### config.mk
export PLATFORM = sky130hd
export DESIGN_NAME = fpmc_engine
export DESIGN_NICKNAME = d
export VERILOG_FILES = /design/src/rtl/fpmc_pkg.sv /design/src/rtl/fpmc_engine.sv
export SDC_FILE = /design/constraint.sdc
export NUM_CORES = 1
export LEC_CHECK = 0
export BUFFER_PORTS_ARGS = -buffer_cell sky130_fd_sc_hd__buf_2
export CAP_MARGIN = 25
export CORE_AREA = 8 8 178 180
export DETAILED_ROUTE_END_ITERATION = 6
export DIE_AREA = 0 0 186 188
export GPL_TIMING_DRIVEN = 0
export PLACE_DENSITY = 0.79
export SLEW_MARGIN = 20
export SYNTH_ARGS = -nofsm -noshare
export SYNTH_HDL_FRONTEND = slang
export SYNTH_SLANG_ARGS = --single-unit
### constraint.sdc
create_clock -name aclk -period 8.7 [get_ports aclk]
set_clock_uncertainty 0.05 [all_clocks]
set_input_delay 1.74 -clock aclk [delete_from_list [all_inputs] [get_ports aclk]]
set_output_delay 1.74 -clock aclk [all_outputs]
set_load 0.1 [all_outputs]
### src/rtl/fpmc_pkg.sv
// fpmc_pkg: shared types and helpers for the Fenwick prefix max/count block.
// Holds the input/result word structs, the node word layout and saturating add.
// No dependencies.
package fpmc_pkg;

    localparam int LEN_W = 16;
    localparam int CNT_W = 48;
    localparam int POS_W = 10;
    localparam int TAG_W = 16;

    localparam logic [TAG_W-1:0] GEN_FIRST = 16'h0001;
    localparam logic [TAG_W-1:0] GEN_LAST  = 16'hFFFF;
    localparam logic [CNT_W-1:0] CNT_MAX   = {CNT_W{1'b1}};

    typedef enum logic [1:0] {
        CMD_QUERY  = 2'd0,
        CMD_UPDATE = 2'd1,
        CMD_CLEAR  = 2'd2
    } cmd_t;

    typedef struct packed {
        cmd_t             command;
        logic [POS_W-1:0] position;
        logic [LEN_W-1:0] new_length;
        logic [CNT_W-1:0] new_count;
    } in_word_t;

    typedef struct packed {
        logic             found;
        logic [LEN_W-1:0] best_length;
        logic [CNT_W-1:0] best_count;
    } out_word_t;

    // One tree node as stored in memory
    typedef struct packed {
        logic [TAG_W-1:0] tag;
        logic [LEN_W-1:0] length;
        logic [CNT_W-1:0] count;
    } node_t;

    function automatic logic [CNT_W-1:0] sat_add(input logic [CNT_W-1:0] a,
                                                 input logic [CNT_W-1:0] b);
        logic [CNT_W:0] sum;
        sum = {1'b0, a} + {1'b0, b};
        return sum[CNT_W] ? CNT_MAX : sum[CNT_W-1:0];
    endfunction

endpackage

### src/rtl/fpmc_engine.sv
// fpmc_engine: command sequencer that walks Fenwick nodes through the node memory,
// folds query results, does read-modify-write merges and sweeps tags after reset and on clear wrap.
// Depends on fpmc_pkg.
module fpmc_engine
    import fpmc_pkg::*;
#(
    parameter int ENTRIES = 1024
) (
    input  logic                       aclk,
    input  logic                       aresetn,
    input  logic                       s_valid,
    output logic                       s_ready,
    input  in_word_t                   s_data,
    output logic                       res_valid,
    input  logic                       res_ready,
    output out_word_t                  res_data,
    output logic                       mem_wr_en,
    output logic [$clog2(ENTRIES)-1:0] mem_wr_addr,
    output node_t                      mem_wr_data,
    output logic                       mem_rd_en,
    output logic [$clog2(ENTRIES)-1:0] mem_rd_addr,
    input  node_t                      mem_rd_data
);

    localparam int AW = $clog2(ENTRIES);
    localparam int IW = $clog2(ENTRIES + 1);

    typedef enum logic [2:0] {
        ST_CLEAR,
        ST_IDLE,
        ST_WALK,
        ST_DRAIN,
        ST_RESULT
    } state_t;

    state_t            state_reg,    state_next;
    logic [IW-1:0]     idx_reg,      idx_next;
    logic [AW-1:0]     clr_idx_reg,  clr_idx_next;
    logic [TAG_W-1:0]  gen_reg,      gen_next;
    logic              query_reg,    query_next;
    logic              pend_reg,     pend_next;
    logic [AW-1:0]     pend_addr_reg, pend_addr_next;
    logic [LEN_W-1:0]  len_reg,      len_next;
    logic [CNT_W-1:0]  cnt_reg,      cnt_next;
    logic              found_reg,    found_next;
    logic [LEN_W-1:0]  best_reg,     best_next;
    logic [CNT_W-1:0]  ways_reg,     ways_next;

    logic [IW-1:0]     low_bit;
    logic [IW-1:0]     idx_down;
    logic [IW:0]       idx_up;
    logic              walk_last;
    logic [31:0]       pos_wide;
    logic              pos_in_range;
    logic [IW-1:0]     start_idx;
    logic              tag_live;
    logic              accept;

    // node index arithmetic
    assign low_bit   = idx_reg & (~idx_reg + IW'(1));
    assign idx_down  = idx_reg - low_bit;
    assign idx_up    = {1'b0, idx_reg} + {1'b0, low_bit};
    assign walk_last = query_reg ? (idx_down == '0) : (idx_up > (IW+1)'(ENTRIES));

    // first node of a walk; queries past the tree saturate to the last node
    assign pos_wide     = 32'(s_data.position);
    assign pos_in_range = pos_wide < 32'(ENTRIES);
    assign start_idx    = pos_in_range ? IW'(pos_wide + 32'd1) : IW'(ENTRIES);

    assign tag_live = (mem_rd_data.tag == gen_reg);
    assign s_ready  = (state_reg == ST_IDLE);
    assign accept   = s_valid && s_ready;

    // memory read: one node per walk cycle
    assign mem_rd_en   = (state_reg == ST_WALK);
    assign mem_rd_addr = AW'(idx_reg - IW'(1));

    // memory write: tag sweep, or merge of the node read last cycle
    always_comb begin
        mem_wr_en   = 1'b0;
        mem_wr_addr = pend_addr_reg;
        mem_wr_data = '0;
        if (state_reg == ST_CLEAR) begin
            mem_wr_en   = 1'b1;
            mem_wr_addr = clr_idx_reg;
        end else if (pend_reg && !query_reg) begin
            mem_wr_data.tag = gen_reg;
            if (!tag_live || len_reg > mem_rd_data.length) begin
                mem_wr_en          = 1'b1;
                mem_wr_data.length = len_reg;
                mem_wr_data.count  = cnt_reg;
            end else if (len_reg == mem_rd_data.length) begin
                mem_wr_en          = 1'b1;
                mem_wr_data.length = mem_rd_data.length;
                mem_wr_data.count  = sat_add(mem_rd_data.count, cnt_reg);
            end
        end
    end

    // next-state logic
    always_comb begin
        state_next     = state_reg;
        idx_next       = idx_reg;
        clr_idx_next   = clr_idx_reg;
        gen_next       = gen_reg;
        query_next     = query_reg;
        pend_next      = (state_reg == ST_WALK);
        pend_addr_next = mem_rd_addr;
        len_next       = len_reg;
        cnt_next       = cnt_reg;
        found_next     = found_reg;
        best_next      = best_reg;
        ways_next      = ways_reg;

        // fold the node read last cycle into the running query result
        if (pend_reg && query_reg && tag_live) begin
            if (!found_reg || mem_rd_data.length > best_reg) begin
                found_next = 1'b1;
                best_next  = mem_rd_data.length;
                ways_next  = mem_rd_data.count;
            end else if (mem_rd_data.length == best_reg) begin
                ways_next = sat_add(ways_reg, mem_rd_data.count);
            end
        end

        case (state_reg)
            ST_CLEAR: begin
                clr_idx_next = clr_idx_reg + AW'(1);
                if (clr_idx_reg == AW'(ENTRIES - 1)) begin
                    state_next = ST_IDLE;
                end
            end
            ST_IDLE: begin
                if (accept) begin
                    len_next = s_data.new_length;
                    cnt_next = s_data.new_count;
                    case (s_data.command)
                        CMD_QUERY: begin
                            idx_next   = start_idx;
                            query_next = 1'b1;
                            found_next = 1'b0;
                            best_next  = '0;
                            ways_next  = '0;
                            state_next = ST_WALK;
                        end
                        CMD_UPDATE: begin
                            if (pos_in_range) begin
                                idx_next   = start_idx;
                                query_next = 1'b0;
                                state_next = ST_WALK;
                            end
                        end
                        CMD_CLEAR: begin
                            if (gen_reg == GEN_LAST) begin
                                gen_next     = GEN_FIRST;
                                clr_idx_next = '0;
                                state_next   = ST_CLEAR;
                            end else begin
                                gen_next = gen_reg + TAG_W'(1);
                            end
                        end
                        default: ;
                    endcase
                end
            end
            ST_WALK: begin
                idx_next = query_reg ? idx_down : idx_up[IW-1:0];
                if (walk_last) begin
                    state_next = ST_DRAIN;
                end
            end
            ST_DRAIN: begin
                state_next = query_reg ? ST_RESULT : ST_IDLE;
            end
            ST_RESULT: begin
                if (res_ready) begin
                    state_next = ST_IDLE;
                end
            end
            default: state_next = ST_IDLE;
        endcase
    end

    // state and registered values
    always_ff @(posedge aclk) begin
        if (!aresetn) begin
            state_reg   <= ST_CLEAR;
            clr_idx_reg <= '0;
            gen_reg     <= GEN_FIRST;
            pend_reg    <= 1'b0;
            query_reg   <= 1'b0;
        end else begin
            state_reg   <= state_next;
            clr_idx_reg <= clr_idx_next;
            gen_reg     <= gen_next;
            pend_reg    <= pend_next;
            query_reg   <= query_next;
        end
        idx_reg       <= idx_next;
        pend_addr_reg <= pend_addr_next;
        len_reg       <= len_next;
        cnt_reg       <= cnt_next;
        found_reg     <= found_next;
        best_reg      <= best_next;
        ways_reg      <= ways_next;
    end

    assign res_valid            = (state_reg == ST_RESULT);
    assign res_data.found       = found_reg;
    assign res_data.best_length = best_reg;
    assign res_data.best_count  = ways_reg;

    // checks
    a_no_same_addr: assert property (@(posedge aclk) disable iff (!aresetn)
        (mem_rd_en && mem_wr_en) |-> (mem_rd_addr != mem_wr_addr))
        else $error("node read and write hit the same entry");

    a_gen_nonzero: assert property (@(posedge aclk) disable iff (!aresetn)
        gen_reg != '0)
        else $error("generation reached zero");

    a_pend_follows_read: assert property (@(posedge aclk) disable iff (!aresetn)
        pend_reg |-> $past(mem_rd_en))
        else $error("node data consumed without a read");

    a_sweep_writes_dead: assert property (@(posedge aclk) disable iff (!aresetn)
        (state_reg == ST_CLEAR) |-> (mem_wr_en && mem_wr_data.tag == '0))
        else $error("tag sweep wrote a live tag");

    a_no_accept_while_busy: assert property (@(posedge aclk) disable iff (!aresetn)
        (pend_reg || res_valid) |-> !s_ready)
        else $error("word accepted while a walk is in flight");

endmodule

==> summary.md, run 1 <==
| Metric | Value |
|---|---|
| Worst EP required | `6.91 ns` |
| Post-CTS sizing | `0` |
| M1 WL | `24.7 mm` |
| Signal arrival time at the worst endpoint | `5.70 ns` |
| Area leader, netlist | `edfxtp_1` |
| Slew margin rel. | `0.366` |
| FF+latch area | `4370 µm²` |
| Leading cell types by total area after synthesis | `edfxtp_1 (14%), dfxtp_1 (13%), ha_1 (11%)` |
| Via Count | `17500` |
| CTS Buf Count | `17` |
| Hold_sp | `clr_idx_reg[6]` |
| WHS Endpoint | `clr_idx_reg[6]` |
| P&R area growth vs syn | `17.5%` |
| Core area | `29000 µm²` |
| RSZ-0062 raised after global routing | `no` |
| Syn nets | `2355` |
| Die X | `186 µm` |
| Slew @ Worst Pin | `0.942 ns` |
| Adder-cell share of the synthesized area | `0.110` |
| Worst setup path class | `input pin to output pin` |
| Post-DP Area | `18300 µm²` |
| Yosys warns | `0` |
| # rows | `63` |
| Post-Layout Cell Count | `2815` |
| Top Metal Used | `met5` |
| Post-CTS setup buffers | `0` |
| Total negative slack | `0 ns` |
| Syn Area/Cell | `7.84 µm²` |
| CTS tree | `done` |
| Io pins | `329` |
| Post-synthesis mux area share | `0.00691` |
| Top-count cell post-synth | `nand2_1` |
| Root Buffer | `clkbuf_16` |
| Post-synth EDFFs | `75` |
| WL final | `59.4 mm` |
| Clock transition at path regs | `0.06 ns` |
| Wire length on met2 | `27.1 mm` |
| Fmax | `134 MHz` |
| Post-synthesis cell area | `16100 µm²` |
| Netlist cell types | `87` |
| Type of the most critical hold path | `flop to flop` |
| Cell count of the worst reg-to-reg path | `13` |
| Register bit count reported by yosys | `181` |
| Hold slack | `0.455 ns` |
| Avg WL per Cell | `21.1 µm` |
| GR Util All Layers | `0.330` |
| Total global routing overflow | `0` |
| Initial antenna violation count | `11` |
| Flop2flop setup slack | `4.58 ns` |
| Final setup viols | `0` |
| Vias in the first global route | `16500` |
| Total clock sinks | `181` |
| Layout cells sized above 1 | `0.190` |
| Die height | `188 µm` |
| Fin crit period | `7.49 ns` |
| Status | `complete, no violations` |
| Drt pass-1 iters | `6` |
| P_leak | `8.51 nW` |
| Die ar. | `35000 µm²` |
| Max Cap Viol | `0` |
| Effective utilization at floorplan | `0.555` |
| Pwr dens | `116 nW/µm²` |
| Pin count of the biggest net entering global routing | `17` |
| Iter 0 DRT Violations | `1673` |
| H-Tree Depth | `4` |
| Final WS setup | `1.21 ns` |
| Hold buffer count at CTS | `0` |
| Startpoint class of the critical path | `input pin` |
| Mapped Cells | `2054` |
| DRC Markers | `0` |
| Commonest cells in the synthesized netlist | `nand2_1 (272), a21oi_1 (195), o21ai_0 (153)` |
| FFs w/ async S/R, synth | `0` |
| Final Hold Viols | `0` |
| Tcrit/Tclk final | `0.861` |
| Largest family of logic cells by synthesized area | `compound AO/OA/AOI/OAI gates` |
| Design Area, Final | `18900 µm²` |
| Clk Latency, worst-skew pair | `0.44 ns` |
| Final Max Slew Viols | `0` |
| Multi-input logic area | `10900 µm²` |
| Synth top area share | `0.140` |
| Number of vias per cell | `6.21` |
| Crit. End Element | `output pin` |
| PortBufs | `328` |
| Fill cells | `2647` |
| CP max FO | `4` |
| Simple-gate share of the synthesized area | `0.217` |
| Clk buf depth | `2` |
| GP Congestion | `0.970` |
| Compound-Gate Fraction of Synth Area | `0.271` |
| First-pass GRT wire length | `91.2 mm` |
| Top_reg_cell synth | `dfxtp_1` |
| R2R Path End | `ways_reg[43]` |
| Peak supply drop | `0.000123 V` |
| Worst hold path depth | `2` |
| Final antenna-violating net count | `0` |
| Pre-CTS WS | `1.33 ns` |
| Placed Cells | `2780` |
| RR Startpoint | `best_reg[10]` |
| Met3 Routed Length | `5.64 mm` |
| Hpwl dp | `48.1 mm` |
| Sequential area share after synthesis | `0.272` |
| Final nets | `2710` |
| Post-Synth XOR/XNOR Area | `0.0718` |
-- cell families (layout without fill, tap and decap cells) --
group | Yosys count | count (layout)
simple gates | 731 | 731
compound gates | 663 | 663
buf+inv | 195 | 563
flops | 181 | 181
fa+ha+maj | 141 | 141
xor+xnor | 132 | 132
mux | 11 | 11
other cells | 0 | 3
-- worst max-delay path by stage --
stage / start / end / slack (ns) / cells after the start
finish: mem_rd_data[0] / mem_wr_data[42] / 1.21 / 14
global route: mem_rd_data[16] / mem_wr_data[37] / 0.96 / 15
CTS: mem_rd_data[0] / mem_wr_data[37] / 1.32 / 15
detailed placement: mem_rd_data[0] / mem_wr_data[37] / 1.33 / 15
global placement: s_valid / ways_reg[10] / -3.27 / 8
floorplan: mem_rd_data[59] / mem_wr_data[43] / 0.25 / 8
-- worst max-delay path, cell delays in order --
cell and delay, ns:
buf_2 0.16, ha_1 0.26, fa_1 0.44, a211oi_1 0.25, nor2_1 0.13, o21ai_0 0.39
o211ai_1 0.26, o21ai_0 0.55, a211oi_1 0.19, o21ai_0 0.40, nand2_1 0.12, xnor2_1 0.14
o211ai_1 0.17, buf_2 0.47
-- per-stage QoR --
step	utilization	power (W)
after global routing	0.652	0.00227
after floorplan	-	0.00126
after detailed placement	0.631	0.00140
after global placement	0.629	0.00139
final	0.652	0.00220
after CTS	0.652	0.00220
-- area by class of cell --
| type | instances | area share |
|---|---|---|
| Clock inverter | 13 | 0.00681 |
| Multi-Input combinational cell | 1678 | 0.577 |
| Antenna cell | 3 | 0.000397 |
| Clock buffer | 19 | 0.0251 |
| Buffer | 118 | 0.0284 |
| Sequential cell | 181 | 0.231 |
| Inverter | 77 | 0.0153 |
| Timing Repair Buffer | 336 | 0.0902 |
| Tap cell | 390 | 0.0258 |
-- placed cells by master, fill, tap and decap left out, types with 9 or more instances in the layout --
cell,instances
o21a_1,16
nor2_1,133
a21oi_1,195
clkbuf_1,92
nor2b_1,13
dfxtp_1,106
o21bai_1,16
o221ai_1,14
nand4_1,43
and3_1,25
nand3_1,95
a21o_1,64
a21boi_0,9
a31oi_1,53
nor3_1,39
ha_1,139
and2_1,31
xor2_1,52
or3_1,18
nand2_1,272
inv_1,77
o221ai_2,29
o21ai_0,153
a211oi_1,16
buf_2,342
clkbuf_16,19
edfxtp_1,75
xnor2_1,80
mux2i_1,10
o211ai_1,17
nand2b_1,18
o22ai_1,9
-- report_power, final --
part           internal (W)  switching [W]  total, W
Sequential         0.000899      0.0000143  0.000913
Clock              0.000447       0.000363  0.000810
Combinational      0.000145       0.000330  0.000476
Total               0.00149       0.000707   0.00220
-- metal layers --
layer	vias up	track usage
li1	8271	-
met1	8204	0.429
met2	851	0.527
met3	134	0.0763
met4	18	0.119
met5	-	0
No activity file was read; power rests on OpenSTA's default activity.
==> run 2, diff against run 1 <==
PLACE_DENSITY = 0.81   (was 0.79)
==> run 2 against run 1 <==
  * Clock power grew 3.0%
  * Setup slack gained 0.026 ns
  * Via count increased by 0.41%
  * Maximum frequency is 0.35% higher
  * Routed wire length rose by 0.30%
  * Register-to-register slack improved by 0.10 ns
  * Die area stayed put
  * Combinational power up 0.8%
  * Utilization grew 0.069 points
  * Sequential share of layout area barely moved
  * Non-clock buffer count shrank 1
  * First-iteration DRC count down 3.3%
  * Critical endpoint is now mem_wr_data[24]
==> summary.md, run 2 (synthesized netlist as in run 1, its figures left out) <==
| Metric | Value |
|---|---|
| Die X | `186 µm (unchanged)` |
| Commonest cells after routing, fill and taps aside | `buf_2 (341), nand2_1 (272), a21oi_1 (195), o21ai_0 (153), ha_1 (139) (was buf_2 (342), nand2_1 (272), a21oi_1 (195), o21ai_0 (153), ha_1 (139))` |
| Final Hold Viols | `0 (unchanged)` |
| Via Count | `17600 (was 17500)` |
| CP max FO | `10 (was 4)` |
| Io pins | `329 (unchanged)` |
| Clock transition at path regs | `0.08 ns (was 0.06 ns)` |
| First-pass GRT wire length | `91.1 mm (was 91.2 mm)` |
| Peak supply drop | `0.000181 V (was 0.000123 V)` |
| Design Area, Final | `18900 µm² (about the same)` |
| Fin crit period | `7.46 ns (was 7.49 ns)` |
| Post-DP Area | `18300 µm² (about the same)` |
| Slew margin rel. | `0.284 (was 0.366)` |
| Worst path top cell family by delay | `compound AO/OA/AOI/OAI gates (unchanged)` |
| Max Cap Viol | `0 (unchanged)` |
| Effective utilization at floorplan | `0.555 (unchanged)` |
| Slowest-stage cell, CP | `buf_2 (was o21ai_0)` |
| Slew @ Worst Pin | `1.06 ns (was 0.942 ns)` |
| Vias in the first global route | `16800 (was 16500)` |
| Hold_sp | `best_reg[0] (was clr_idx_reg[6])` |
| Die height | `188 µm (unchanged)` |
| Drt pass-1 iters | `6 (unchanged)` |
| Worst path bufs/invs | `4 (was 2)` |
| P&R area growth vs syn | `17.6% (was 17.5%)` |
| Final antenna-violating net count | `0 (unchanged)` |
| Total global routing overflow | `0 (unchanged)` |
| Tcrit/Tclk final | `0.858 (was 0.861)` |
| CTS tree | `done (unchanged)` |
| Overall power | `0.00223 W (was 0.00220 W)` |
| Crit-path cells | `buf_2 > ha_1 > clkbuf_1 > o21ai_1 > a221oi_1 > nor2b_1 > o22ai_1 > a211oi_1 > o21ai_1 > nor2_1 > a211o_1 > buf_4 > o21ai_0 > a21oi_1 > buf_2 (was buf_2 > ha_1 > fa_1 > a211oi_1 > nor2_1 > o21ai_0 > o211ai_1 > o21ai_0 > a211oi_1 > o21ai_0 > nand2_1 > xnor2_1 > o211ai_1 > buf_2)` |
| Path length in cells of the critical path | `15 (was 14)` |
| Total negative slack | `0 ns (unchanged)` |
| Avg WL per Cell | `21.1 µm (about the same)` |
| RSZ-0062 raised after global routing | `no (unchanged)` |
| Worst EP required | `6.91 ns (about the same)` |
| Root Buffer | `clkbuf_16 (unchanged)` |
| Iter 0 DRT Violations | `1617 (was 1673)` |
| Number of vias per cell | `6.23 (was 6.21)` |
| Clk Latency, worst-skew pair | `0.46 ns (was 0.44 ns)` |
| Post-CTS sizing | `0 (unchanged)` |
| Clk buf depth | `2 (unchanged)` |
| Startpoint class of the critical path | `input pin (unchanged)` |
| Crit. End Element | `output pin (unchanged)` |
| # rows | `63 (unchanged)` |
| P_leak | `8.50 nW (was 8.51 nW)` |
| RR Startpoint | `best_reg[12] (was best_reg[10])` |
| Status | `complete, no violations (unchanged)` |
| Post-CTS setup buffers | `0 (unchanged)` |
| H-Tree Depth | `4 (unchanged)` |
| Signal arrival time at the worst endpoint | `5.67 ns (was 5.70 ns)` |
| Flop2flop setup slack | `4.68 ns (was 4.58 ns)` |
| Pin count of the biggest net entering global routing | `18 (was 17)` |
| Hpwl dp | `48.5 mm (was 48.1 mm)` |
| Layout cells sized above 1 | `0.189 (was 0.190)` |
| WL final | `59.6 mm (was 59.4 mm)` |
| Final nets | `2709 (was 2710)` |
| Type of the most critical hold path | `flop to flop (unchanged)` |
| Final Max Slew Viols | `0 (unchanged)` |
| Max stage delay on crit path | `0.50 ns (was 0.55 ns)` |
| Fmax | `134 MHz (about the same)` |
| R2R Path End | `ways_reg[43] (unchanged)` |
| Hold slack | `0.448 ns (was 0.455 ns)` |
| Worst setup path class | `input pin to output pin (unchanged)` |
| DRC Markers | `0 (unchanged)` |
| Initial antenna violation count | `13 (was 11)` |
| CTS Buf Count | `17 (unchanged)` |
| Total clock sinks | `181 (unchanged)` |
| Core area | `29000 µm² (unchanged)` |
| PortBufs | `328 (unchanged)` |
| Worst Setup SP | `mem_rd_data[16] (was mem_rd_data[0])` |
| Hold buffer count at CTS | `0 (unchanged)` |
| GR Util All Layers | `0.330 (about the same)` |
| Crit path capture | `mem_wr_data[24] (was mem_wr_data[42])` |
| Final setup viols | `0 (unchanged)` |
| GP Congestion | `0.990 (was 0.970)` |
| Most common cell after layout, fill and taps aside | `buf_2 (unchanged)` |
| Die ar. | `35000 µm² (unchanged)` |
| Cell count of the worst reg-to-reg path | `13 (unchanged)` |
| Pwr dens | `118 nW/µm² (was 116 nW/µm²)` |
run 2: cell types whose count changed in the layout (fill, tap and decap cells not counted), sizes merged:
cell / previous run / this run
clkinv: 4 / 5
inv: 84 / 81
clkbuf: 112 / 115
buf: 361 / 360
diode: 3 / 8
bufinv: 2 / 1
run 2: per-stage QoR:
stage	cells	utilization	setup WS, ns
2_1_floorplan	2054	-	0.250
3_3_place_gp	2772	0.629	-3.13
3_5_place_dp	2779	0.631	1.32
4_1_cts	2811	0.652	1.31
5_1_grt	2815	0.652	0.991
6_report	2819	0.653	1.24
run 2: power breakdown:
part	internal, W	total, W	switching, W
Sequential	0.000899	0.000912	0.0000133
Combinational	0.000146	0.000480	0.000334
Clock	0.000459	0.000834	0.000375
Total	0.00150	0.00223	0.000722
run 2: worst min path at each step:
stage | end | slack (ns) | cells after the start
4_1_cts | best_reg[0] | 0.45 | 2
3_3_place_gp | clr_idx_reg[6] | 0.42 | 2
6_report | best_reg[0] | 0.45 | 2
5_1_grt | best_reg[0] | 0.46 | 2
3_5_place_dp | clr_idx_reg[6] | 0.43 | 2
2_1_floorplan | clr_idx_reg[6] | 0.41 | 2
run 2: cell type report:
type,instances,area [µm²]
Multi-Input combinational cell,1678,10900
Tap cell,390,488
Inverter,77,289
Fill cell,2621,10100
Clock inverter,10,106
Timing Repair Buffer,335,1690
Buffer,118,538
Antenna cell,8,20.0
Sequential cell,181,4370
Clock buffer,22,518
run 2: worst min-delay path: cells and delay by family (launching register included):
| kind | cells | cell delay, ns |
|---|---|---|
| AO/OA/AOI/OAI | 1 | 0.05 |
| flip-flops | 1 | 0.34 |
| AND/OR/NAND/NOR | 1 | 0.06 |
run 2: per-layer routing:
layer | global-route usage | routed length (µm) | vias up
met1 | 0.411 | 23700 | 8235
met4 | 0.146 | 2480 | 10
met3 | 0.0737 | 5850 | 161
li1 | - | - | 8252
met2 | 0.534 | 27500 | 892
met5 | 0 | 76 | -
